<file path="config.mk">
export PLATFORM = sky130hd
export DESIGN_NAME = cgr_fifo
export DESIGN_NICKNAME = d
export VERILOG_FILES = /design/src/hw/rtl/cgr_fifo.sv
export SDC_FILE = /design/constraint.sdc
export NUM_CORES = 1
export LEC_CHECK = 0
export BUFFER_PORTS_ARGS = -buffer_cell sky130_fd_sc_hd__buf_2
export CORE_ASPECT_RATIO = 1.4
export CORE_MARGIN = 1.5
export CORE_UTILIZATION = 55
export CTS_CLUSTER_DIAMETER = 200
export DETAILED_ROUTE_END_ITERATION = 16
export PLACE_DENSITY = 0.73
export SYNTH_ARGS = -nofsm -noshare
export SYNTH_HDL_FRONTEND = slang
export SYNTH_SLANG_ARGS = --single-unit
</file>
<file path="constraint.sdc">
create_clock -name i_clk -period 2.2 [get_ports i_clk]
set_input_delay 0.44 -clock i_clk [delete_from_list [all_inputs] [get_ports i_clk]]
set_output_delay 0.44 -clock i_clk [all_outputs]
set_load 0.03 [all_outputs]
</file>
<file path="src/hw/rtl/cgr_fifo.sv">
// Small register FIFO used for the job queue and the result queue.
module cgr_fifo #(
    parameter int WIDTH = 8,
    parameter int DEPTH = 4
) (
    input  logic             i_clk,
    input  logic             i_rst_n,
    input  logic             i_push,
    input  logic [WIDTH-1:0] i_data,
    input  logic             i_pop,
    output logic [WIDTH-1:0] o_data,
    output logic             o_empty,
    output logic             o_full
);

    localparam int PTR_W = $clog2(DEPTH);
    localparam int CNT_W = $clog2(DEPTH + 1);

    logic [WIDTH-1:0] r_mem [DEPTH];
    logic [PTR_W-1:0] r_wptr;
    logic [PTR_W-1:0] r_rptr;
    logic [CNT_W-1:0] r_count;
    logic             w_push;
    logic             w_pop;

    assign o_empty = (r_count == '0);
    assign o_full  = (r_count == CNT_W'(DEPTH));
    assign w_push  = i_push && !o_full;
    assign w_pop   = i_pop && !o_empty;
    assign o_data  = r_mem[r_rptr];

    always_ff @(posedge i_clk) begin
        if (!i_rst_n) begin
            r_wptr  <= '0;
            r_rptr  <= '0;
            r_count <= '0;
        end else begin
            if (w_push) begin
                r_wptr <= r_wptr + PTR_W'(1);
            end
            if (w_pop) begin
                r_rptr <= r_rptr + PTR_W'(1);
            end
            if (w_push && !w_pop) begin
                r_count <= r_count + CNT_W'(1);
            end else if (w_pop && !w_push) begin
                r_count <= r_count - CNT_W'(1);
            end
        end
    end

    always_ff @(posedge i_clk) begin
        if (w_push) begin
            r_mem[r_wptr] <= i_data;
        end
    end

endmodule

</file>
==> metrics.md <==
| Metric | Value |
|---|---|
| Final Instance Area | `1871 um^2` |
| Final Max Slew Viols | `0` |
| Area after DPL | `1782 um^2` |
| Syn_nets | `108` |
| Core Region | `2849 um^2` |
| Register area | `1144 um^2` |
| Iter 0 DRT Violations | `12` |
| Yosys reg bits | `41` |
| Share of layout cells above drive strength 1 | `0.3675` |
| Status | `finished clean` |
| Post-Syn Area per Cell | `18.21 um^2` |
| Number of global-route vias before repair | `823` |
| CTS tree | `yes` |
| Setup CP Type | `reg -> reg` |
| Cell variety after synth | `23` |
| Worst Slack Setup Final | `0.1735 ns` |
| GRT Residual Overflow | `0` |
| Warnings, synthesis | `0` |
| Hold Violations, Final | `0` |
| Die W | `49.14 um` |
| Layout Skew | `0.003454 ns` |
| Vias post-DR | `815` |
| R2r setup slk | `0.17 ns` |
| Inserted Clock Buffers | `5` |
| Antenna Violating Nets Remaining | `0` |
| Clk slew on worst S/H paths | `0.07 ns` |
| Tightest Pin Transition | `0.4181 ns` |
| IO buf count | `21` |
| R2R depth | `8` |
| Layout area overhead | `14.12%` |
| HP Class | `in -> reg` |
| Critical Path Start Type | `register` |
| Crit Path Max Fanout | `6` |
| Drt total wl | `2356 um` |
| Register area share after synthesis | `0.6962` |
| Cells after Synth | `90` |
| Root buf cell | `clkbuf_8` |
| Area of the multi-input gates | `462.9 um^2` |
| Pin count of the biggest net entering global routing | `14` |
| Critical Path Sink Type | `register` |
| H-tree levels | `2` |
| Max-slew headroom | `0.7212` |
| Pwr Density | `1173 nW/um^2` |
| Critical path arrival | `2.25 ns` |
| HPWL after DPL | `1721 um` |
| Vias per Instance | `5.292` |
| First-pass GRT wire length | `3788 um` |
| WL/cell | `15.30 um` |
| Pre-CTS setup slack | `0.1119 ns` |
| Fin crit share | `0.9211` |
| Initial antenna violation count | `0` |
| Post-CTS sizing | `0` |
| Diodes inserted | `0` |
| TritonCTS Sinks | `41` |
| Hold Path Depth | `1` |
| Nets | `134` |
| F_max | `493.5 MHz` |
| Setup_tns | `0 ns` |
| # setup viols final | `0` |
| RSZ-0062 raised after global routing | `false` |
| Crit path required time | `2.42 ns` |
| DRC | `0` |
| CTS max path bufs | `2` |
| Post-Syn Area | `1639 um^2` |
| Gp weighted congestion | `0.6647` |
| Skew-Pair Late Insertion Delay | `0.29 ns` |
| Max Cap Viol | `0` |
| Length of the first detailed-routing pass in iterations | `3` |
| Worst vdd ir | `0.7877 mV` |
| Site Rows | `23` |
| Final core utilization | `0.6566` |
| Pwr Total | `2194 uW` |
| I/O pins | `22` |
| Initial Util | `0.5753` |
| Die ar. | `3321 um^2` |
| Crit path time final | `2.027 ns` |
| Postcts setup bufs | `0` |
| Leakage | `0.0006802 uW` |
| Fillers | `222` |
| GRT Total Usage | `0.1675` |
| Hold-fix buffers at CTS | `0` |
| Die Ht | `67.59 um` |
## report_power, final
group | internal (uW) | switching (uW) | leakage, uW
Sequential | 956 | 78.1 | 0.000368
Clock | 218 | 244 | 0.0000439
Combinational | 304 | 394 | 0.000268
## state kept, by name (all words and copies together), names as in the netlist, named ones only
name,count
r_count,3
r_mem,32
r_rptr,2
r_wptr,2
## metrics by stage
stage	std cells	hold slack, ns
detailed placement	146	0.4993
CTS	154	0.3524
floorplan	90	0.4677
global placement	146	0.4864
finish	154	0.3627
global route	154	0.3562
## worst max-delay path, cell delays in order, from the launching register on
cell	delay, ns
dfxtp_1	0.36
nor3b_2	0.18
nor2b_1	0.18
ha_1	0.21
inv_1	0.06
fa_1	0.37
xor2_1	0.16
or3_1	0.30
a21boi_1	0.13
## worst paths after layout
kind / endpoint / start
min: r_mem[3][3] / i_data[3]
max reg2reg: r_count[2] / r_count[2]
min reg2reg: r_wptr[0] / r_wptr[0]
max: r_count[2] / r_count[2]
## synth_stat cells (all sizes together)
cell	instances	area, um^2
ha	5	62.56
xor2	1	8.760
nand2	4	15.01
clkbuf	1	3.750
or3	1	6.260
mux2i	3	30.03
buf	3	20.01
mux4	8	180.2
a21boi	1	7.510
o21ai	1	5.000
edfxtp	32	960.9
xnor2	3	26.28
fa	1	20.02
and2	8	50.05
nor3b	1	12.51
inv	3	11.26
o31ai	1	12.51
o311ai	1	8.760
nor3	1	5.000
nor2b	2	12.51
dfxtp	9	180.2
## placed cells by master, fill, tap and decap left out
master | netlist | final
a21boi_1 | 1 | 1
and2_1 | 8 | 8
buf_2 | 1 | 21
buf_4 | 0 | 2
clkbuf_8 | 0 | 5
clkinv_2 | 0 | 2
clkinvlp_4 | 0 | 1
dfxtp_1 | 9 | 7
dfxtp_2 | 0 | 2
edfxtp_1 | 32 | 32
fa_1 | 1 | 1
ha_1 | 5 | 5
inv_1 | 3 | 3
mux2i_1 | 3 | 3
mux4_2 | 8 | 8
nand2_1 | 4 | 4
nor2b_1 | 2 | 2
nor3_1 | 1 | 1
nor3b_2 | 1 | 1
o21ai_0 | 1 | 1
o311ai_1 | 1 | 1
o31ai_2 | 1 | 1
or3_1 | 1 | 1
xnor2_1 | 3 | 3
xor2_1 | 1 | 1
## logic make-up (layout without fill, tap and decap cells)
family                     count (synthesis)  in the layout  share of synthesized area
muxes                                     11             11                     0.1282
xor gates and xnor gates                   4              4                    0.02138
buffers and inverters                      7             34                    0.02137
AOI/OAI and AO/OA                          4              4                    0.02061
and+or+nand+nor                           17             17                    0.06183
adders and majority gates                  6              6                    0.05038
DFF                                       41             41                     0.6962
## area by class of cell
type / instances / area share
clock inverter: 3 / 0.009365
inverter: 3 / 0.006020
clock buffer: 5 / 0.03679
multi-input combinational: 42 / 0.2475
timing repair buffer: 23 / 0.06421
tap: 37 / 0.02475
sequential: 41 / 0.6114
## metal layers
| metal | up-vias | track usage | part of all wire | wire [um] |
|---|---|---|---|---|
| li1 | 386 | - | - | - |
| met1 | 401 | 0.1626 | 0.37 | 868 |
| met2 | 22 | 0.3024 | 0.56 | 1315 |
| met3 | 6 | 0.03761 | 0.045 | 106 |
| met4 | 0 | 0.1393 | 0.028 | 65 |
| met5 | - | 0 | 0 | 0 |
Power figures use the tool's default switching activity.
