**src/hw/rtl/cgr_pkg.sv**
```systemverilog
// Shared types, constants and helper functions of the glyph cell rasterizer.
package cgr_pkg;

    localparam int GLYPH_COLS    = 8;
    localparam int MASK_W        = GLYPH_COLS + 1;
    localparam int UNDERLINE_ROW = 15;
    localparam int FRAME_MAX     = 4096;
    localparam int DIM_W         = 13;
    localparam int COORD_W       = 16;
    localparam int ROWY_W        = 12;

    typedef enum logic {
        CMD_LOAD = 1'b0,
        CMD_DRAW = 1'b1
    } t_cmd;

    typedef enum logic [0:0] {
        CFG_FRAME_WIDTH  = 1'b0,
        CFG_FRAME_HEIGHT = 1'b1
    } t_cfg_idx;

    typedef struct packed {
        t_cmd                       command;
        logic                       new_run;
        logic signed [COORD_W-1:0]  cell_x;
        logic signed [COORD_W-1:0]  cell_y;
        logic [7:0]                 glyph_code;
        logic [3:0]                 font_row;
        logic [7:0]                 font_bits;
        logic [31:0]                ink_color;
        logic                       bold;
        logic                       underline;
    } t_req;

    typedef struct packed {
        logic [ROWY_W-1:0]          row_y;
        logic signed [COORD_W-1:0]  base_x;
        logic [MASK_W-1:0]          pixel_mask;
        logic [31:0]                pixel_color;
        logic                       last_row;
    } t_resp;

    // One classified request as it waits between the front and back ends.
    typedef struct packed {
        logic                       is_draw;
        logic                       load_ok;
        logic                       glyph_ok;
        logic [7:0]                 code;
        logic [3:0]                 frow;
        logic [7:0]                 fbits;
        logic signed [COORD_W-1:0]  x;
        logic signed [COORD_W-1:0]  y;
        logic [MASK_W-1:0]          clip;
        logic [31:0]                ink;
        logic                       bold;
        logic                       uline;
    } t_job;

    typedef struct packed {
        logic busy;
        logic pend_valid;
        logic pend_final;
    } t_back_stat;

    // Frame sizes above the maximum behave as the maximum.
    function automatic logic [DIM_W-1:0] clamp_dim(input logic [DIM_W-1:0] v);
        return (v > DIM_W'(FRAME_MAX)) ? DIM_W'(FRAME_MAX) : v;
    endfunction

    // Font bit 7 is the leftmost pixel, which becomes mask bit 0.
    function automatic logic [MASK_W-1:0] rev_row(input logic [7:0] bits);
        logic [MASK_W-1:0] m;
        m = '0;
        for (int col = 0; col < GLYPH_COLS; col++) begin
            m[col] = bits[GLYPH_COLS-1-col];
        end
        return m;
    endfunction

endpackage

```
**src/hw/rtl/cgr_fifo.sv**
```systemverilog
// Small register FIFO used for the job queue and the result queue.
module cgr_fifo #(
    parameter int WIDTH = 8,
    parameter int DEPTH = 4
) (
    input  logic             i_clk,
    input  logic             i_rst_n,
    input  logic             i_push,
    input  logic [WIDTH-1:0] i_data,
    input  logic             i_pop,
    output logic [WIDTH-1:0] o_data,
    output logic             o_empty,
    output logic             o_full
);

    localparam int PTR_W = $clog2(DEPTH);
    localparam int CNT_W = $clog2(DEPTH + 1);

    logic [WIDTH-1:0] r_mem [DEPTH];
    logic [PTR_W-1:0] r_wptr;
    logic [PTR_W-1:0] r_rptr;
    logic [CNT_W-1:0] r_count;
    logic             w_push;
    logic             w_pop;

    assign o_empty = (r_count == '0);
    assign o_full  = (r_count == CNT_W'(DEPTH));
    assign w_push  = i_push && !o_full;
    assign w_pop   = i_pop && !o_empty;
    assign o_data  = r_mem[r_rptr];

    always_ff @(posedge i_clk) begin
        if (!i_rst_n) begin
            r_wptr  <= '0;
            r_rptr  <= '0;
            r_count <= '0;
        end else begin
            if (w_push) begin
                r_wptr <= r_wptr + PTR_W'(1);
            end
            if (w_pop) begin
                r_rptr <= r_rptr + PTR_W'(1);
            end
            if (w_push && !w_pop) begin
                r_count <= r_count + CNT_W'(1);
            end else if (w_pop && !w_push) begin
                r_count <= r_count - CNT_W'(1);
            end
        end
    end

    always_ff @(posedge i_clk) begin
        if (w_push) begin
            r_mem[r_wptr] <= i_data;
        end
    end

endmodule

```
**src/hw/rtl/cgr_back.sv**
```systemverilog
// Back end: font store access, per-row mask build, last-row tagging and result queue.
module cgr_back #(
    parameter int GLYPH_ROWS  = 16,
    parameter int GLYPH_COUNT = 256
) (
    input  logic                                          i_clk,
    input  logic                                          i_rst_n,
    input  logic                                          i_job_valid,
    input  cgr_pkg::t_job                                 i_job,
    output logic                                          o_job_pop,
    input  logic [cgr_pkg::DIM_W-1:0]                     i_frame_h,
    output logic                                          o_ram_we,
    output logic [$clog2(GLYPH_COUNT*GLYPH_ROWS)-1:0]     o_ram_waddr,
    output logic [7:0]                                    o_ram_wdata,
    output logic                                          o_ram_re,
    output logic [$clog2(GLYPH_COUNT*GLYPH_ROWS)-1:0]     o_ram_raddr,
    input  logic [7:0]                                    i_ram_rdata,
    output logic                                          o_valid,
    input  logic                                          i_stall,
    output cgr_pkg::t_resp                                o_resp,
    output cgr_pkg::t_back_stat                           o_stat
);

    import cgr_pkg::*;

    localparam int ADDR_W = $clog2(GLYPH_COUNT * GLYPH_ROWS);
    localparam int ROW_W  = $clog2(GLYPH_ROWS);

    function automatic logic [ADDR_W-1:0] glyph_addr(input int code, input int row);
        return ADDR_W'(code * GLYPH_ROWS + row);
    endfunction

    // Issue stage
    logic             r_busy;
    t_job             r_job;
    logic [ROW_W-1:0] r_row;
    logic             w_adv;
    logic             w_pop;
    logic             s0_valid;
    t_job             s0_job;
    logic [ROW_W-1:0] s0_row;
    logic             s0_end;

    // Mask stage, aligned with the font store read data
    logic             r_s1_valid;
    t_job             r_s1_job;
    logic [ROW_W-1:0] r_s1_row;
    logic             r_s1_end;
    logic [COORD_W+1:0] w_py;
    logic             w_vis;
    logic [MASK_W-1:0] w_mask;
    logic             w_hit;
    t_resp            w_new;

    // Pending row held until the next row or the end of the cell decides last_row
    logic             r_p_valid;
    logic             r_p_final;
    t_resp            r_p;
    logic             n_p_valid;
    logic             n_p_final;
    t_resp            n_p;
    logic             w_push;
    t_resp            w_push_data;

    logic             w_ofull;
    logic             w_oempty;
    logic [DIM_W-1:0] w_height;

    assign w_height = clamp_dim(i_frame_h);
    assign w_adv    = !w_ofull;
    assign w_pop    = w_adv && !r_busy && i_job_valid;
    assign o_job_pop = w_pop;

    assign s0_job   = r_busy ? r_job : i_job;
    assign s0_row   = r_busy ? r_row : '0;
    assign s0_valid = w_adv && (r_busy || (w_pop && i_job.is_draw));
    assign s0_end   = (s0_row == ROW_W'(GLYPH_ROWS - 1));

    assign o_ram_we    = w_pop && !i_job.is_draw && i_job.load_ok;
    assign o_ram_waddr = glyph_addr(int'(i_job.code), int'(i_job.frow));
    assign o_ram_wdata = i_job.fbits;
    assign o_ram_re    = s0_valid;
    assign o_ram_raddr = glyph_addr(int'(s0_job.code), int'(s0_row));

    always_ff @(posedge i_clk) begin
        if (!i_rst_n) begin
            r_busy <= 1'b0;
        end else if (s0_valid) begin
            r_busy <= !s0_end;
        end
    end

    always_ff @(posedge i_clk) begin
        if (s0_valid) begin
            r_job <= s0_job;
            r_row <= s0_row + ROW_W'(1);
        end
    end

    always_ff @(posedge i_clk) begin
        if (!i_rst_n) begin
            r_s1_valid <= 1'b0;
        end else if (w_adv) begin
            r_s1_valid <= s0_valid;
        end
    end

    always_ff @(posedge i_clk) begin
        if (w_adv) begin
            r_s1_job <= s0_job;
            r_s1_row <= s0_row;
            r_s1_end <= s0_end;
        end
    end

    always_comb begin
        logic [7:0] glyph;
        w_py  = {{2{r_s1_job.y[COORD_W-1]}}, r_s1_job.y} + (COORD_W+2)'(r_s1_row);
        w_vis = !w_py[COORD_W+1] && (w_py < {{(COORD_W+2-DIM_W){1'b0}}, w_height});
        glyph = r_s1_job.glyph_ok ? i_ram_rdata : 8'h00;
        w_mask = rev_row(glyph);
        if (r_s1_job.bold) begin
            w_mask = w_mask | (w_mask << 1);
        end
        if (r_s1_job.uline && (int'(r_s1_row) == UNDERLINE_ROW)) begin
            w_mask = w_mask | MASK_W'({GLYPH_COLS{1'b1}});
        end
        w_mask = w_mask & r_s1_job.clip;
        w_hit  = r_s1_valid && w_vis && (w_mask != '0);

        w_new             = '0;
        w_new.row_y       = w_py[ROWY_W-1:0];
        w_new.base_x      = r_s1_job.x;
        w_new.pixel_mask  = w_mask;
        w_new.pixel_color = r_s1_job.ink;
        w_new.last_row    = 1'b0;
    end

    always_comb begin
        logic end_here;
        end_here    = r_s1_valid && r_s1_end;
        w_push      = 1'b0;
        w_push_data = r_p;
        n_p_valid   = r_p_valid;
        n_p_final   = r_p_final;
        n_p         = r_p;
        if (r_p_valid && r_p_final) begin
            w_push               = 1'b1;
            w_push_data.last_row = 1'b1;
            n_p_valid            = w_hit;
            n_p_final            = w_hit && end_here;
            n_p                  = w_new;
        end else if (w_hit) begin
            w_push               = r_p_valid;
            w_push_data.last_row = 1'b0;
            n_p_valid            = 1'b1;
            n_p_final            = end_here;
            n_p                  = w_new;
        end else begin
            n_p_final = r_p_valid && end_here;
        end
    end

    always_ff @(posedge i_clk) begin
        if (!i_rst_n) begin
            r_p_valid <= 1'b0;
            r_p_final <= 1'b0;
        end else if (w_adv) begin
            r_p_valid <= n_p_valid;
            r_p_final <= n_p_final;
        end
    end

    always_ff @(posedge i_clk) begin
        if (w_adv) begin
            r_p <= n_p;
        end
    end

    cgr_fifo #(
        .WIDTH ($bits(t_resp)),
        .DEPTH (2)
    ) u_out_q (
        .i_clk   (i_clk),
        .i_rst_n (i_rst_n),
        .i_push  (w_push && w_adv),
        .i_data  (w_push_data),
        .i_pop   (o_valid && !i_stall),
        .o_data  (o_resp),
        .o_empty (w_oempty),
        .o_full  (w_ofull)
    );

    assign o_valid = !w_oempty;

    assign o_stat.busy       = r_busy;
    assign o_stat.pend_valid = r_p_valid;
    assign o_stat.pend_final = r_p_final;

endmodule

```
**config.mk**
```make
export PLATFORM = sky130hd
export DESIGN_NAME = cgr_back
export DESIGN_NICKNAME = d
export VERILOG_FILES = /design/src/hw/rtl/cgr_pkg.sv /design/src/hw/rtl/cgr_fifo.sv /design/src/hw/rtl/cgr_back.sv
export SDC_FILE = /design/constraint.sdc
export NUM_CORES = 1
export LEC_CHECK = 0
export BUFFER_PORTS_ARGS = -buffer_cell sky130_fd_sc_hd__buf_2
export CORE_UTILIZATION = 36
export DETAILED_ROUTE_END_ITERATION = 8
export GPL_TIMING_DRIVEN = 1
export PLACE_DENSITY = 0.52
export RECOVER_POWER = 50
export SYNTH_ARGS = -nofsm -noshare
export SYNTH_HDL_FRONTEND = slang
export SYNTH_HIERARCHICAL = 1
export SYNTH_SLANG_ARGS = --single-unit
```
**constraint.sdc**
```tcl
create_clock -name i_clk -period 12.6 [get_ports i_clk]
set_clock_uncertainty 0.05 [all_clocks]
set_input_delay 2.52 -clock i_clk [delete_from_list [all_inputs] [get_ports i_clk]]
set_output_delay 2.52 -clock i_clk [all_outputs]
set_load 0.02 [all_outputs]
```
==> results.toml <==
[clocking]
cts.htree.levels = 2
clock_sinks = 387
cts_buffers = 42
post_cts_buffers = 0
ctsHoldBuffers = 0
cts_resized = 0
cts.path.max_buffers = 3
insertion_delay_ns = 0.54
cts_root_buffer = "clkbuf_16"
clk_pin_slew_ns = 0.06
cts_tree = "done"

[timing]
setup_violations = 0
fmax_mhz = 127.0
grt_setup_unrepaired = "false"
period_minus_slack_ns = 7.874
report.final.slew_viol_count = 182
fin_crit_sh_pct = 62.49
tightest_slew_ns = 3.161
finalSetupTns_ns = 0
slew-limit-headroom_pct = -110.7
hold_violations = 0

[logic_synthesis]
synth_area_leaders = "edfxtp_1, mux2_2, buf_4"
synth_most_common_cell = "edfxtp_1"
yosysTopAreaCell = "edfxtp_1"
synth.top_cell.area_share_pct = 75.95
async_flop_share_pct = 0
netlist_instances = 798
synth_common_cells = "edfxtp_1, mux2_2, nand2_1"
ys_seq_area_share_pct = 77.15
yosysUniqueCellTypes = 54
ys_ff_latch = 387
synth_area_sq_um = 14950
synthFlopType = "edfxtp_1"
synth_edf_count = 378
synth_fp_nets = 940
yosysWarnings = 6
synth.avg_cell_area_sq_um = 18.73

[floorplan]
start_util_pct = 36.52
num_rows = 74
fp.dieArea_sq_um = 42340
die_w_um = 205.8
fp.dieH_um = 205.8
core-area_sq_um = 40920
io_pins = 232

[global_routing]
grt_pass1_vias = 7373
grt-ovfl-total = 0
track_usage_pct = 13.49
grt_pass1_wl_mm = 42.50
antenna_found_initial = 1
grt_max_degree = 72

[setup_path]
required_ns = 10.03
r2r_cells = 17
cp_slowest_cell = "clkbuf_1"
r2r_end = "u_out_q/r_mem[0][11]$_DFFE_PP_"
cpPeakStageDelay_ns = 2.31
cp-end-kind = "output port"
path_max_fanout = 51
start_kind = "register"
crit_chain = "clkbuf_1 -> mux2_2 -> buf_2"
path_depth = 3
rrSetupSlack_ns = 6.78
crit_start = "r_busy$_SDFFE_PN0P_"
path_buf_inv = 2
critPathTopFamily = "buffers and inverters"
regToRegStartpoint = "r_s1_job[43]$_DFFE_PN_"
path_class = "register to output port"
worst-endpoint-arrival_ns = 5.30
cp-endpoint = "o_ram_raddr[10]"

[hold_path]
hold_path.class = "register to register"
hold_depth = 0

[run]
cap_violations = 4

[detailed_routing]
first_pass_iters = 4
dr.first_iter.drc_count = 336
drc = 0
antenna_left = 0
wirelength_mm = 28.37
vias = 7390
via_per_inst = 4.728
drt-wirelength-per-cell_um = 18.15

[finish]
syn_to_final_growth_pct = 18.28
finalNetCount = 1143
antenna_cells = 0
utilization_pct = 43.20
drive_above_1_share_pct = 37.05
fillers = 3649

[pwr]
vdd_drop_max_uv = 82.90
p_sw_share_pct = 20.44
power_per_cell_area_nw_per_um2 = 158.0
power_frac_seq_pct = 53.7
pwr-share-comb_pct = 4.8
p_int_uw = 2222
power.net_switching_uw = 570.7
clockPowerShare_pct = 41.5
leakage_uw = 0.006325

[run_status]
status = "finished with violations"
violations = "max-capacitance violations, max-slew violations"

[placed_design]
dp_hpwl_mm = 17.47
gp_congestion = 0.7444
port_buffers = 207
## worst min-delay path by stage
stage	from	to	slack (ns)
after floorplan	r_s1_job[11]$_DFFE_PN_	r_p[10]$_DFFE_PP_	0.35
after global placement	r_s1_job[23]$_DFFE_PN_	r_p[22]$_DFFE_PP_	0.35
after detailed placement	r_s1_job[16]$_DFFE_PN_	r_p[15]$_DFFE_PP_	0.35
after CTS	r_s1_job[69]$_DFFE_PN_	r_p[52]$_DFFE_PP_	0.37
after global routing	r_s1_job[16]$_DFFE_PN_	r_p[15]$_DFFE_PP_	0.37
final	r_s1_job[69]$_DFFE_PN_	r_p[52]$_DFFE_PP_	0.36
## cell type report
class	count	area (sq um)	share of cell area [%]
Sequential cell	387	11530	65.25
Multi-Input combinational cell	340	3052	17.26
Clock buffer	56	1125	6.363
Timing Repair Buffer	213	1071	6.058
Tap cell	532	665.6	3.765
Clock inverter	18	165.2	0.9342
Inverter	17	65.06	0.3680
## cell families after synthesis
logic type	synth area share (%)
mux	11.60
compound gates	2.696
fa+ha+maj	1.641
flops	77.15
simple gates	3.341
xor+xnor	0.9376
buf+inv	2.629
## cells in the final DEF, fill, tap and decap left out, types with 3 or more instances in the layout
cell / instances
nor2_1: 13
bufinv_16: 3
o21ai_0: 3
and2_1: 5
a21oi_1: 12
clkbuf_16: 43
clkbuf_1: 17
buf_4: 4
nand4_1: 4
and3_1: 5
edfxtp_1: 378
xnor2_1: 10
ha_1: 18
and2_0: 3
a21o_1: 9
mux2_1: 48
dfxtp_1: 8
nand2_1: 35
a21boi_0: 6
clkinv_1: 10
buf_2: 205
and4_1: 3
xor2_1: 6
nand2b_1: 4
inv_1: 16
nor4_1: 3
nand3_1: 8
mux2_2: 106
## power groups by stage
| stage | Clock, uW | Combinational, uW | Sequential, uW |
|---|---|---|---|
| floorplan | 0 | 101 | 1520 |
| global placement | 0 | 137 | 1520 |
| detailed placement | 0 | 140 | 1530 |
| CTS | 1200 | 140 | 1500 |
| global route | 1240 | 149 | 1510 |
| finish | 1160 | 134 | 1500 |
## per-layer routing
layer	vias up	track usage (%)	wire length [um]
li1	3478	-	-
met1	3687	17.41	12840
met2	177	22.27	13620
met3	46	3.231	1326
met4	2	4.418	561
met5	-	0	13
## state kept, by name (all words and copies together), names as in the netlist, named ones only
signal and flops:
u_out_q/r_wptr 1, r_row 4, r_p 69, r_p_final 1, r_s1_job 76, r_p_valid 1
r_job 84, u_out_q/r_count 2, u_out_q/r_mem 140, r_s1_end 1, r_busy 1, r_s1_valid 1
r_s1_row 4, u_out_q/r_rptr 1
## through the flow
| stage | setup WS [ns] | cells | total power (uW) | hold WS (ns) | instance area [sq um] |
|---|---|---|---|---|---|
| CTS | 6.699 | 1563 | 2840 | 0.3677 | 17690 |
| global placement | 6.189 | 1489 | 1662 | 0.3500 | 16400 |
| detailed placement | 6.122 | 1489 | 1666 | 0.3545 | 16400 |
| finish | 4.726 | 1563 | 2793 | 0.3606 | 17680 |
| floorplan | 3.487 | 798 | 1618 | 0.3503 | 14950 |
| global route | 4.177 | 1563 | 2898 | 0.3708 | 17680 |
Note: power is estimated with default switching activity, not from simulation.
