## src/hw/rtl/cgr_pkg.sv

```systemverilog
// Shared types, constants and helper functions of the glyph cell rasterizer.
package cgr_pkg;

    localparam int GLYPH_COLS    = 8;
    localparam int MASK_W        = GLYPH_COLS + 1;
    localparam int UNDERLINE_ROW = 15;
    localparam int FRAME_MAX     = 4096;
    localparam int DIM_W         = 13;
    localparam int COORD_W       = 16;
    localparam int ROWY_W        = 12;

    typedef enum logic {
        CMD_LOAD = 1'b0,
        CMD_DRAW = 1'b1
    } t_cmd;

    typedef enum logic [0:0] {
        CFG_FRAME_WIDTH  = 1'b0,
        CFG_FRAME_HEIGHT = 1'b1
    } t_cfg_idx;

    typedef struct packed {
        t_cmd                       command;
        logic                       new_run;
        logic signed [COORD_W-1:0]  cell_x;
        logic signed [COORD_W-1:0]  cell_y;
        logic [7:0]                 glyph_code;
        logic [3:0]                 font_row;
        logic [7:0]                 font_bits;
        logic [31:0]                ink_color;
        logic                       bold;
        logic                       underline;
    } t_req;

    typedef struct packed {
        logic [ROWY_W-1:0]          row_y;
        logic signed [COORD_W-1:0]  base_x;
        logic [MASK_W-1:0]          pixel_mask;
        logic [31:0]                pixel_color;
        logic                       last_row;
    } t_resp;

    // One classified request as it waits between the front and back ends.
    typedef struct packed {
        logic                       is_draw;
        logic                       load_ok;
        logic                       glyph_ok;
        logic [7:0]                 code;
        logic [3:0]                 frow;
        logic [7:0]                 fbits;
        logic signed [COORD_W-1:0]  x;
        logic signed [COORD_W-1:0]  y;
        logic [MASK_W-1:0]          clip;
        logic [31:0]                ink;
        logic                       bold;
        logic                       uline;
    } t_job;

    typedef struct packed {
        logic busy;
        logic pend_valid;
        logic pend_final;
    } t_back_stat;

    // Frame sizes above the maximum behave as the maximum.
    function automatic logic [DIM_W-1:0] clamp_dim(input logic [DIM_W-1:0] v);
        return (v > DIM_W'(FRAME_MAX)) ? DIM_W'(FRAME_MAX) : v;
    endfunction

    // Font bit 7 is the leftmost pixel, which becomes mask bit 0.
    function automatic logic [MASK_W-1:0] rev_row(input logic [7:0] bits);
        logic [MASK_W-1:0] m;
        m = '0;
        for (int col = 0; col < GLYPH_COLS; col++) begin
            m[col] = bits[GLYPH_COLS-1-col];
        end
        return m;
    endfunction

endpackage

```

## src/hw/rtl/cgr_front.sv

```systemverilog
// Front end: accepts requests, tracks the pen position and works out column clipping.
module cgr_front #(
    parameter int GLYPH_ROWS  = 16,
    parameter int GLYPH_COUNT = 256
) (
    input  logic                        i_clk,
    input  logic                        i_rst_n,
    input  logic                        i_valid,
    input  cgr_pkg::t_req               i_req,
    output logic                        o_stall,
    input  logic                        i_full,
    input  logic [cgr_pkg::DIM_W-1:0]   i_frame_w,
    output logic                        o_push,
    output cgr_pkg::t_job               o_job
);

    import cgr_pkg::*;

    logic [COORD_W-1:0] r_pen_x;
    logic [COORD_W-1:0] n_pen_x;
    logic               w_accept;
    logic [DIM_W-1:0]   w_width;
    logic [MASK_W-1:0]  w_clip;

    assign o_stall  = i_full;
    assign w_accept = i_valid && !i_full;
    assign o_push   = w_accept;
    assign w_width  = clamp_dim(i_frame_w);

    // A continued run starts one cell to the right of the previous cell.
    assign n_pen_x = i_req.new_run ? i_req.cell_x : r_pen_x + COORD_W'(GLYPH_COLS);

    always_comb begin
        logic [COORD_W+1:0] px;
        for (int i = 0; i < MASK_W; i++) begin
            px        = {{2{n_pen_x[COORD_W-1]}}, n_pen_x} + (COORD_W+2)'(i);
            w_clip[i] = !px[COORD_W+1] && (px < {{(COORD_W+2-DIM_W){1'b0}}, w_width});
        end
    end

    always_comb begin
        o_job          = '0;
        o_job.is_draw  = (i_req.command == CMD_DRAW);
        o_job.load_ok  = (int'(i_req.font_row) < GLYPH_ROWS)
                      && (int'(i_req.glyph_code) < GLYPH_COUNT);
        o_job.glyph_ok = (int'(i_req.glyph_code) < GLYPH_COUNT);
        o_job.code     = i_req.glyph_code;
        o_job.frow     = i_req.font_row;
        o_job.fbits    = i_req.font_bits;
        o_job.x        = n_pen_x;
        o_job.y        = i_req.cell_y;
        o_job.clip     = w_clip;
        o_job.ink      = i_req.ink_color;
        o_job.bold     = i_req.bold;
        o_job.uline    = i_req.underline;
    end

    always_ff @(posedge i_clk) begin
        if (!i_rst_n) begin
            r_pen_x <= '0;
        end else if (w_accept && (i_req.command == CMD_DRAW)) begin
            r_pen_x <= n_pen_x;
        end
    end

endmodule

```

## config.mk

```make
export PLATFORM = sky130hd
export DESIGN_NAME = cgr_front
export DESIGN_NICKNAME = d
export VERILOG_FILES = /design/src/hw/rtl/cgr_pkg.sv /design/src/hw/rtl/cgr_front.sv
export SDC_FILE = /design/constraint.sdc
export NUM_CORES = 1
export LEC_CHECK = 0
export BUFFER_PORTS_ARGS = -buffer_cell sky130_fd_sc_hd__buf_4
export CAP_MARGIN = 25
export CORE_MARGIN = 10
export CORE_UTILIZATION = 52
export DETAILED_ROUTE_END_ITERATION = 12
export GPL_TIMING_DRIVEN = 0
export HOLD_SLACK_MARGIN = 0.05
export PLACE_DENSITY = 0.83
export SKIP_LAST_GASP = 1
export SYNTH_ARGS = -nofsm -noshare
export SYNTH_HDL_FRONTEND = slang
export SYNTH_SLANG_ARGS = --single-unit
export TNS_END_PERCENT = 10
```

## constraint.sdc

```tcl
create_clock -name i_clk -period 8.6 [get_ports i_clk]
set_input_delay 1.72 -clock i_clk [delete_from_list [all_inputs] [get_ports i_clk]]
set_output_delay 1.72 -clock i_clk [all_outputs]
set_load 0.03 [all_outputs]
```

==> results of run 1 <==
worst reg2reg max path, stage by stage (launching register included):
cell and delay, ns:
dfxtp_1 0.45, ha_1 0.35, inv_1 0.13, or3_1 0.37
a31oi_2 0.25, buf_1 0.70, nand2_1 0.10, a21oi_1 0.15
layer usage:
layer,global-route usage,routed length [µm]
met1,0.287,7340
met2,0.381,8400
met3,0.0462,2070
met4,0.0495,434
met5,0,0
power by group through the flow:
stage                     combinational [mW]  sequential (mW)  clock (mW)
after global placement                 0.413           0.0810           0
final                                  0.429           0.0796      0.0664
after CTS                              0.424           0.0794      0.0664
after floorplan                        0.298           0.0803           0
after detailed placement               0.422           0.0811           0
after global routing                   0.468           0.0800      0.0709
what timing repair did:
| item | 4_1_cts | 5_1_grt |
|---|---|---|
| endpoints found under the setup margin | 3 | 2 |
| hold buffers | 0 | 0 |
| cloned | 0 | 0 |
| gates resized for setup | 2 | 5 |
| setup buffers | 0 | 0 |
cells by family (layout without fill, tap and decap cells):
logic type / after synthesis / count (layout) / share of synthesized area
and+or+nand+nor: 239 / 239 / 0.210
AOI/OAI and AO/OA: 146 / 146 / 0.178
buffers and inverters: 119 / 258 / 0.134
adders and majority gates: 113 / 113 / 0.253
xor gates and xnor gates: 100 / 100 / 0.157
DFF: 16 / 16 / 0.0573
muxes: 6 / 6 / 0.0107
other: 1 / 2 / 0.000671
worst max-delay path by stage:
stage | slack, ns | cells after the start | to
floorplan | 0.33 | 18 | o_job[40]
global placement | -0.44 | 20 | o_job[40]
detailed placement | -0.54 | 20 | o_job[40]
CTS | 0.02 | 20 | o_job[40]
global route | 0.05 | 20 | o_job[40]
finish | 0.36 | 20 | o_job[40]
layout by cell type, fill, tap and decap left out, types with 4 or more instances in the layout:
master    count
nor4_1        5
xor2_1       25
xnor2_1      75
a31oi_1       4
o211ai_1      5
nor3_1        9
a21oi_1      42
nor2b_1      12
a211oi_1     11
and4_1        5
nor2_1       52
buf_2         8
ha_1        113
clkbuf_8      4
nand3_1      18
and3_1        6
o21a_1       18
nand4_1      15
mux2i_1       6
nand2b_1      7
clkbuf_1      8
dfxtp_1      16
buf_4       211
inv_1        15
and2_1        7
o21ai_0      23
a21o_1       12
inv_2         4
nand2_1      88
through the flow:
step / setup slack (ns) / util
4_1_cts: 0.0188 / 0.656
3_3_place_gp: -0.440 / 0.648
2_1_floorplan: 0.326 / -
6_report: 0.364 / 0.657
3_5_place_dp: -0.544 / 0.651
5_1_grt: 0.0540 / 0.657
cell type report:
cell class | count | area (µm²) | share of cell area
well taps | 136 | 170 | 0.0249
flip-flops and latches | 16 | 320 | 0.0468
multi-input cells | 606 | 4540 | 0.663
plain buffers | 97 | 662 | 0.0967
repair buffers | 135 | 1010 | 0.148
clock buffers | 4 | 55.1 | 0.00804
inverters | 22 | 88.8 | 0.0130
==> flow_summary.ini, run 1 <==
[outcome]
status = completed

[power]
power.switching_uw = 275
pwr_density_cell_nw_per_um2 = 84.0
combPwrFrac = 0.746
ir_worst_vdd_uv = 98.1
leakagePower_nw = 3.15
pwr-share-clk = 0.115
switching_share = 0.478
p_total_uw = 575
p_seq_frac = 0.138
internal-power_uw = 300

[critical_path]
reg2reg_setup_slack_ns = 6.03
worstSetupPathType = input pin to primary output
arrival_ns = 6.52
cp_cell_sequence = buf_4, buf_2, clkbuf_2, nor2_1, a21oi_4, clkinv_2, ha_1, clkbuf_2, nor2b_1, and3_1, xnor2_1, ha_1, a21o_1, a21oi_1, nor2b_1, a2111oi_0, a21oi_1, a211o_1, a211oi_1, buf_4
r2r-end = r_pen_x[9]
end_kind = primary output
cp_num_buf_inv = 6
path_max_fanout = 10
cpPeakStageDelay_ns = 0.53
cp.required_ns = 6.88
critPathLaunch = i_req[86]
r2r-start = r_pen_x[3]
start_kind = input pin
cp_top_family = compound AO/OA/AOI/OAI gates
slowest_stage = a2111oi_0
r2r_cells = 7

[floorplan]
dieWidth_um = 124
start_util = 0.537
core-area_um2 = 10400
dieArea_um2 = 15300
num_io_pins = 205
num_rows = 37
die_h_um = 124

[detailed_routing]
viasPerCell = 5.72
ant_nets = 0
drc_errors = 0
drt-total-wl_mm = 18.3
firstDrtPassIters = 5
routedWlPerCell_um = 18.0
num_vias = 5807
dr.first_iter.drc_count = 479

[final_layout]
layout-drive-gt1-share = 0.283
area_delta_synth_final_pct = 22.5
fin_nets = 1099
num_antenna_cells = 0
final_area_um2 = 6850
largest_reg_flops = 16
final_cell_count_no_fill = 1016
fillers = 937
reg_top3 = r_pen_x (16)
regMostFlops = r_pen_x

[global_routing]
first_global_vias = 5674
antenna_found_initial = 0
grt_pass1_wl_mm = 28.5
grt.overflow.total = 0
grtUsageTotal = 0.225
grt_max_degree = 19

[yosys]
synthTopCellsByCount = 113 x ha_1, 88 x nand2_1, 76 x buf_4
post-synth-top-count-cell = ha_1
yosys.cell_types.count = 60
yosysWarnings = 0
syn_inst = 740
synth_edf_count = 0
yosysSeqAreaShare = 0.0573
synth_top_cell_area_share = 0.253
async_reset_ff_frac = 0
synth_top_cell_by_area = ha_1
ys.flop_type = dfxtp_1
avgSynthCellArea_um2 = 7.55
synth.area.top_cells = ha_1 25%, xnor2_1 12%, buf_4 10%, nand2_1 5.9%, dfxtp_1 5.7%
synth-seq-cells = 16
syn_area_um2 = 5590

[timing]
finalCritPeriodShare = 0.958
setup_tns_ns = 0
fin_crit_ns = 8.24
hold_violations = 0
finalSetupViolCount = 0
relSlewSlack = 0.313
rsz0062_at_grt = false
finalClockSkew_ns = 0.00233
slew_viol_final = 0
worstMarginPinSlew_ns = 1.03
max_freq_mhz = 121
hold_ws_ns = 0.497

[worst_hold_path]
hold_end = r_pen_x[14]
hold_path_class = flop to flop
min_from = r_pen_x[14]
whs_path_depth = 2

[clock_tree]
htree_num_levels = 1
cts_sinks = 16
numCtsBuffers = 3
clk_latency_ns = 0.25
cts.path.max_buffers = 2
cts_tree = built
cts.reportedPaths.clkPinSlew_ns = 0.06
cts_root_buffer = clkbuf_8

[placement]
io_buffers = 132
hpwl_mm = 15.0
gp_congestion = 0.990
place_area_um2 = 6780
placedCellCount = 1012

[run]
drv_cap = 0
Power figures use the tool's default switching activity.
==> run 2, diff against run 1 <==
--- a/config.mk
+++ b/config.mk
@@ -15,3 +15,3 @@
 export PLACE_DENSITY = 0.83
-export SKIP_LAST_GASP = 1
+export RECOVER_POWER = 25
 export SYNTH_ARGS = -nofsm -noshare
--- a/constraint.sdc
+++ b/constraint.sdc
@@ -3,2 +3,2 @@
 set_output_delay 1.72 -clock i_clk [all_outputs]
-set_load 0.03 [all_outputs]
+set_load 0.02 [all_outputs]
==> flow_summary.ini, run 2 (synthesis results as in run 1) <==
[outcome]
status = completed

[critical_path]
cp_cell_sequence = buf_4, buf_2, clkbuf_2, nor2_1, a21oi_4, clkinv_2, ha_1, clkbuf_2, nor2b_1, and3_1, xnor2_1, ha_1, a21o_1, a21oi_1, nor2b_1, a2111oi_0, a21oi_1, a211o_1, a211oi_1, buf_4
r2r-end = r_pen_x[15]
start_kind = input pin
reg2reg_setup_slack_ns = 5.96
cp_top_family = compound AO/OA/AOI/OAI gates
path_max_fanout = 10
slowest_stage = a2111oi_0
cp-endpoint = o_job[40]
worstSetupPathType = input pin to primary output
critPathLaunch = i_req[86]
cpPeakStageDelay_ns = 0.52
cp.required_ns = 6.88
end_kind = primary output
cp_num_buf_inv = 6
r2r-start = r_pen_x[3]
crit_cells = 20
r2r_cells = 8
arrival_ns = 6.51

[timing]
hold_violations = 0
slew_viol_final = 0
max_freq_mhz = 121
setup_tns_ns = 0
fin_crit_ns = 8.23
finalCritPeriodShare = 0.957
worstMarginPinSlew_ns = 1.02
finalClockSkew_ns = 0.00237
relSlewSlack = 0.318
rsz0062_at_grt = false
finalSetupViolCount = 0

[placement]
placedCellCount = 1012
place_area_um2 = 6780
gp_congestion = 0.990
io_buffers = 132
hpwl_mm = 15.0

[global_routing]
grt.overflow.total = 0
antenna_found_initial = 0
first_global_vias = 5674
grtUsageTotal = 0.225
grt_max_degree = 19
grt_pass1_wl_mm = 28.5

[clock_tree]
cts.reportedPaths.clkPinSlew_ns = 0.06
numCtsBuffers = 3
holdBufCountCts = 0
htree_num_levels = 1
clk_latency_ns = 0.25
cts.path.max_buffers = 2
cts_tree = built
cts_root_buffer = clkbuf_8
post_cts_buffers = 0
cts_sinks = 16

[worst_hold_path]
hold_path_class = flop to flop
whs_path_depth = 2

[final_layout]
final_area_um2 = 6790
layout-drive-gt1-share = 0.267
final_cell_mix = 198 x buf_4, 113 x ha_1, 88 x nand2_1
fillers = 949
reg_top3 = r_pen_x (16)
largest_reg_flops = 16
mostFrequentLayoutCell = buf_4
regMostFlops = r_pen_x
num_antenna_cells = 0
final_cell_count_no_fill = 1016
fin_nets = 1099
area_delta_synth_final_pct = 21.4

[detailed_routing]
routedWlPerCell_um = 18.0
num_vias = 5869
viasPerCell = 5.78
dr.first_iter.drc_count = 489
drt-total-wl_mm = 18.3
firstDrtPassIters = 5
ant_nets = 0
drc_errors = 0

[floorplan]
start_util = 0.537
dieWidth_um = 124
core-area_um2 = 10400
dieArea_um2 = 15300
num_rows = 37
die_h_um = 124
num_io_pins = 205

[power]
p_seq_frac = 0.145
leakagePower_nw = 3.10
ir_worst_vdd_uv = 97.4
power.switching_uw = 252
switching_share = 0.460
pwr-share-clk = 0.121
pwr_density_cell_nw_per_um2 = 80.9
combPwrFrac = 0.734
internal-power_uw = 297

[run]
drv_cap = 0
-- run 2: power groups by stage --
stage / clock [mW] / combinational [mW] / sequential (mW)
after global placement: 0 / 0.391 / 0.0810
after CTS: 0.0664 / 0.402 / 0.0794
final: 0.0662 / 0.403 / 0.0796
after floorplan: 0 / 0.276 / 0.0803
after detailed placement: 0 / 0.399 / 0.0811
after global routing: 0.0709 / 0.442 / 0.0800
-- run 2: worst min path at each step --
stage	from	end
floorplan	r_pen_x[15]	r_pen_x[15]
global placement	r_pen_x[15]	r_pen_x[15]
detailed placement	r_pen_x[15]	r_pen_x[15]
CTS	r_pen_x[15]	r_pen_x[15]
global route	r_pen_x[1]	r_pen_x[1]
finish	r_pen_x[14]	r_pen_x[14]
-- run 2: per-stage QoR --
stage / setup slack (ns) / total power [mW] / util / hold WS (ns)
after floorplan: 0.626 / 0.356 / - / 0.449
after global placement: -0.421 / 0.472 / 0.648 / 0.478
after detailed placement: -0.524 / 0.480 / 0.651 / 0.480
after CTS: 0.0381 / 0.548 / 0.656 / 0.492
after global routing: 0.106 / 0.593 / 0.652 / 0.525
final: 0.367 / 0.549 / 0.652 / 0.498
-- run 2: timing repair --
| action | 4_1_cts | 5_1_grt |
|---|---|---|
| pin swaps | 0 | 0 |
| setup endpoints to repair | 3 | 2 |
| gates resized for setup | 2 | 5 |
-- run 2: final cells by class --
cell class | count | area, µm² | area share
clock buffer | 4 | 55.1 | 0.00811
multi-input combinational | 606 | 4520 | 0.666
buffer | 97 | 661 | 0.0973
inverter | 22 | 88.8 | 0.0131
timing repair buffer | 135 | 968 | 0.143
tap | 136 | 170 | 0.0251
sequential | 16 | 320 | 0.0472
-- run 2: tightest hold or removal path: stages, from the launching register on --
cell and delay (ns):
dfxtp_1 0.33, nand2_1 0.06, a21oi_1 0.05
-- run 2: per-layer routing --
layer | share of wire | global-route usage
met5 | 0 | 0
met4 | 0.024 | 0.0495
met3 | 0.10 | 0.0462
met2 | 0.46 | 0.381
met1 | 0.41 | 0.287
==> run 3, diff against run 2 <==
CORE_UTILIZATION = 40   (was 52)
PLACE_DENSITY = 0.67   (was 0.83)
==> flow_summary.ini, run 3 (synthesis results as in run 1) <==
[outcome]
status = completed

[timing]
hold_violations = 0
setup_tns_ns = 0
finalCritPeriodShare = 0.949
relSlewSlack = 0.351
finalSetupViolCount = 0
finalClockSkew_ns = 0.00267
slew_viol_final = 0
worstMarginPinSlew_ns = 0.965
rsz0062_at_grt = false
fin_crit_ns = 8.16
worst_slack_ns = 0.441
max_freq_mhz = 123

[final_layout]
largest_reg_flops = 16
num_antenna_cells = 0
layout-drive-gt1-share = 0.266
reg_top3 = r_pen_x (16)
mostFrequentLayoutCell = buf_4
fin_nets = 1099
final_cell_count_no_fill = 1059
regMostFlops = r_pen_x
final_cell_mix = 198 x buf_4, 113 x ha_1, 88 x nand2_1
area_delta_synth_final_pct = 22.9
final_area_um2 = 6870

[detailed_routing]
routedWlPerCell_um = 17.9
met3WireLength_mm = 1.20
dr.first_iter.drc_count = 360
ant_nets = 0
num_vias = 5652
drc_errors = 0
viasPerCell = 5.34
met1_length_mm = 8.69
top_layer_used = met4
drt-total-wl_mm = 19.0
firstDrtPassIters = 5
met2WireLength_mm = 8.81

[critical_path]
slowest_stage = a2111oi_0
cp_cell_sequence = buf_4, buf_2, nor2_1, a21oi_4, clkinv_2, ha_1, clkbuf_1, nor2b_1, and3_1, xnor2_1, ha_1, a21o_1, a21oi_1, nor2b_1, a2111oi_0, nand3_1, a211o_1, a211oi_1, buf_4
cp_top_family = compound AO/OA/AOI/OAI gates
end_kind = primary output
cp_num_buf_inv = 5
arrival_ns = 6.44
cpPeakStageDelay_ns = 0.53
worstSetupPathType = input pin to primary output
path_max_fanout = 19
cp.required_ns = 6.88
start_kind = input pin

[power]
ir_worst_vdd_uv = 67.2
pwr-share-clk = 0.157
internal-power_uw = 317
p_seq_frac = 0.140
leakagePower_nw = 3.11
power.switching_uw = 254
switching_share = 0.445
p_total_uw = 571
combPwrFrac = 0.704
pwr_density_cell_nw_per_um2 = 83.1

[placement]
hpwl_mm = 15.8
place_area_um2 = 6850
placedCellCount = 1057
gp_congestion = 0.917
dp_slack_ns = -0.667
io_buffers = 132

[clock_tree]
htree_num_levels = 1
numCtsBuffers = 3
cts.path.max_buffers = 2
clk_latency_ns = 0.25
cts_root_buffer = clkbuf_16
cts_sinks = 16
cts.reportedPaths.clkPinSlew_ns = 0.05
cts_tree = built

[floorplan]
dieArea_um2 = 19100
num_rows = 43
start_util = 0.406
num_io_pins = 205
die_h_um = 138
core-area_um2 = 13800
dieWidth_um = 138

[worst_hold_path]
hold_path_class = flop to flop

[global_routing]
grtUsageTotal = 0.184
first_global_vias = 5661
grt_pass1_wl_mm = 29.9
grt.overflow.total = 0
grt_max_degree = 15
antenna_found_initial = 0

[run]
drv_cap = 0
==> run 3: cell type report <==
class,count,area (µm²)
Sequential cell,16,320
Multi-Input combinational cell,606,4520
Inverter,22,88.8
Buffer,96,656
Timing Repair Buffer,136,983
Fill cell,1403,6900
Tap cell,180,225
Clock buffer,3,75.1
==> run 3: path summary, 6_finish.rpt <==
path | from | end | slack [ns] | cells past startpoint
setup / recovery | i_req[86] | o_job[40] | 0.44 | 19
hold / removal | r_pen_x[15] | r_pen_x[15] | 0.48 | 2
setup reg to reg | r_pen_x[3] | r_pen_x[15] | 5.98 | 8
hold reg to reg | r_pen_x[15] | r_pen_x[15] | 0.48 | 2
==> run 3: worst reg2reg max path, stage by stage, from the launching register on <==
cell	delay, ns
dfxtp_1	0.45
ha_1	0.36
nand3_1	0.11
nor3_1	0.21
xnor2_1	0.09
o21ai_0	0.62
clkbuf_1	0.48
nand2_1	0.10
a21oi_1	0.13
==> run 3: routing by layer <==
layer | GRT usage | vias up
li1 | - | 2821
met1 | 0.238 | 2591
met2 | 0.309 | 215
met3 | 0.0377 | 25
met4 | 0.0355 | 0
met5 | 0 | -
==> run 3: power by group through the flow <==
| stage | registers [mW] | clock network (mW) | logic (mW) |
|---|---|---|---|
| 4_1_cts | 0.0796 | 0.0912 | 0.406 |
| 3_5_place_dp | 0.0811 | 0 | 0.403 |
| 6_report | 0.0798 | 0.0894 | 0.402 |
| 3_3_place_gp | 0.0810 | 0 | 0.396 |
| 5_1_grt | 0.0800 | 0.0956 | 0.445 |
| 2_1_floorplan | 0.0803 | 0 | 0.276 |
==> run 3: per-stage QoR <==
| stage | hold WS [ns] | util |
|---|---|---|
| after CTS | 0.474 | 0.503 |
| final | 0.475 | 0.499 |
| after global routing | 0.513 | 0.499 |
| after global placement | 0.466 | 0.494 |
| after floorplan | 0.449 | - |
| after detailed placement | 0.467 | 0.497 |
==> run 3: timing repair <==
action | 4_1_cts | 5_1_grt
endpoints found under the setup margin | 4 | 2
setup buffers | 0 | 0
hold buffers | 0 | 0
gates resized for setup | 3 | 0
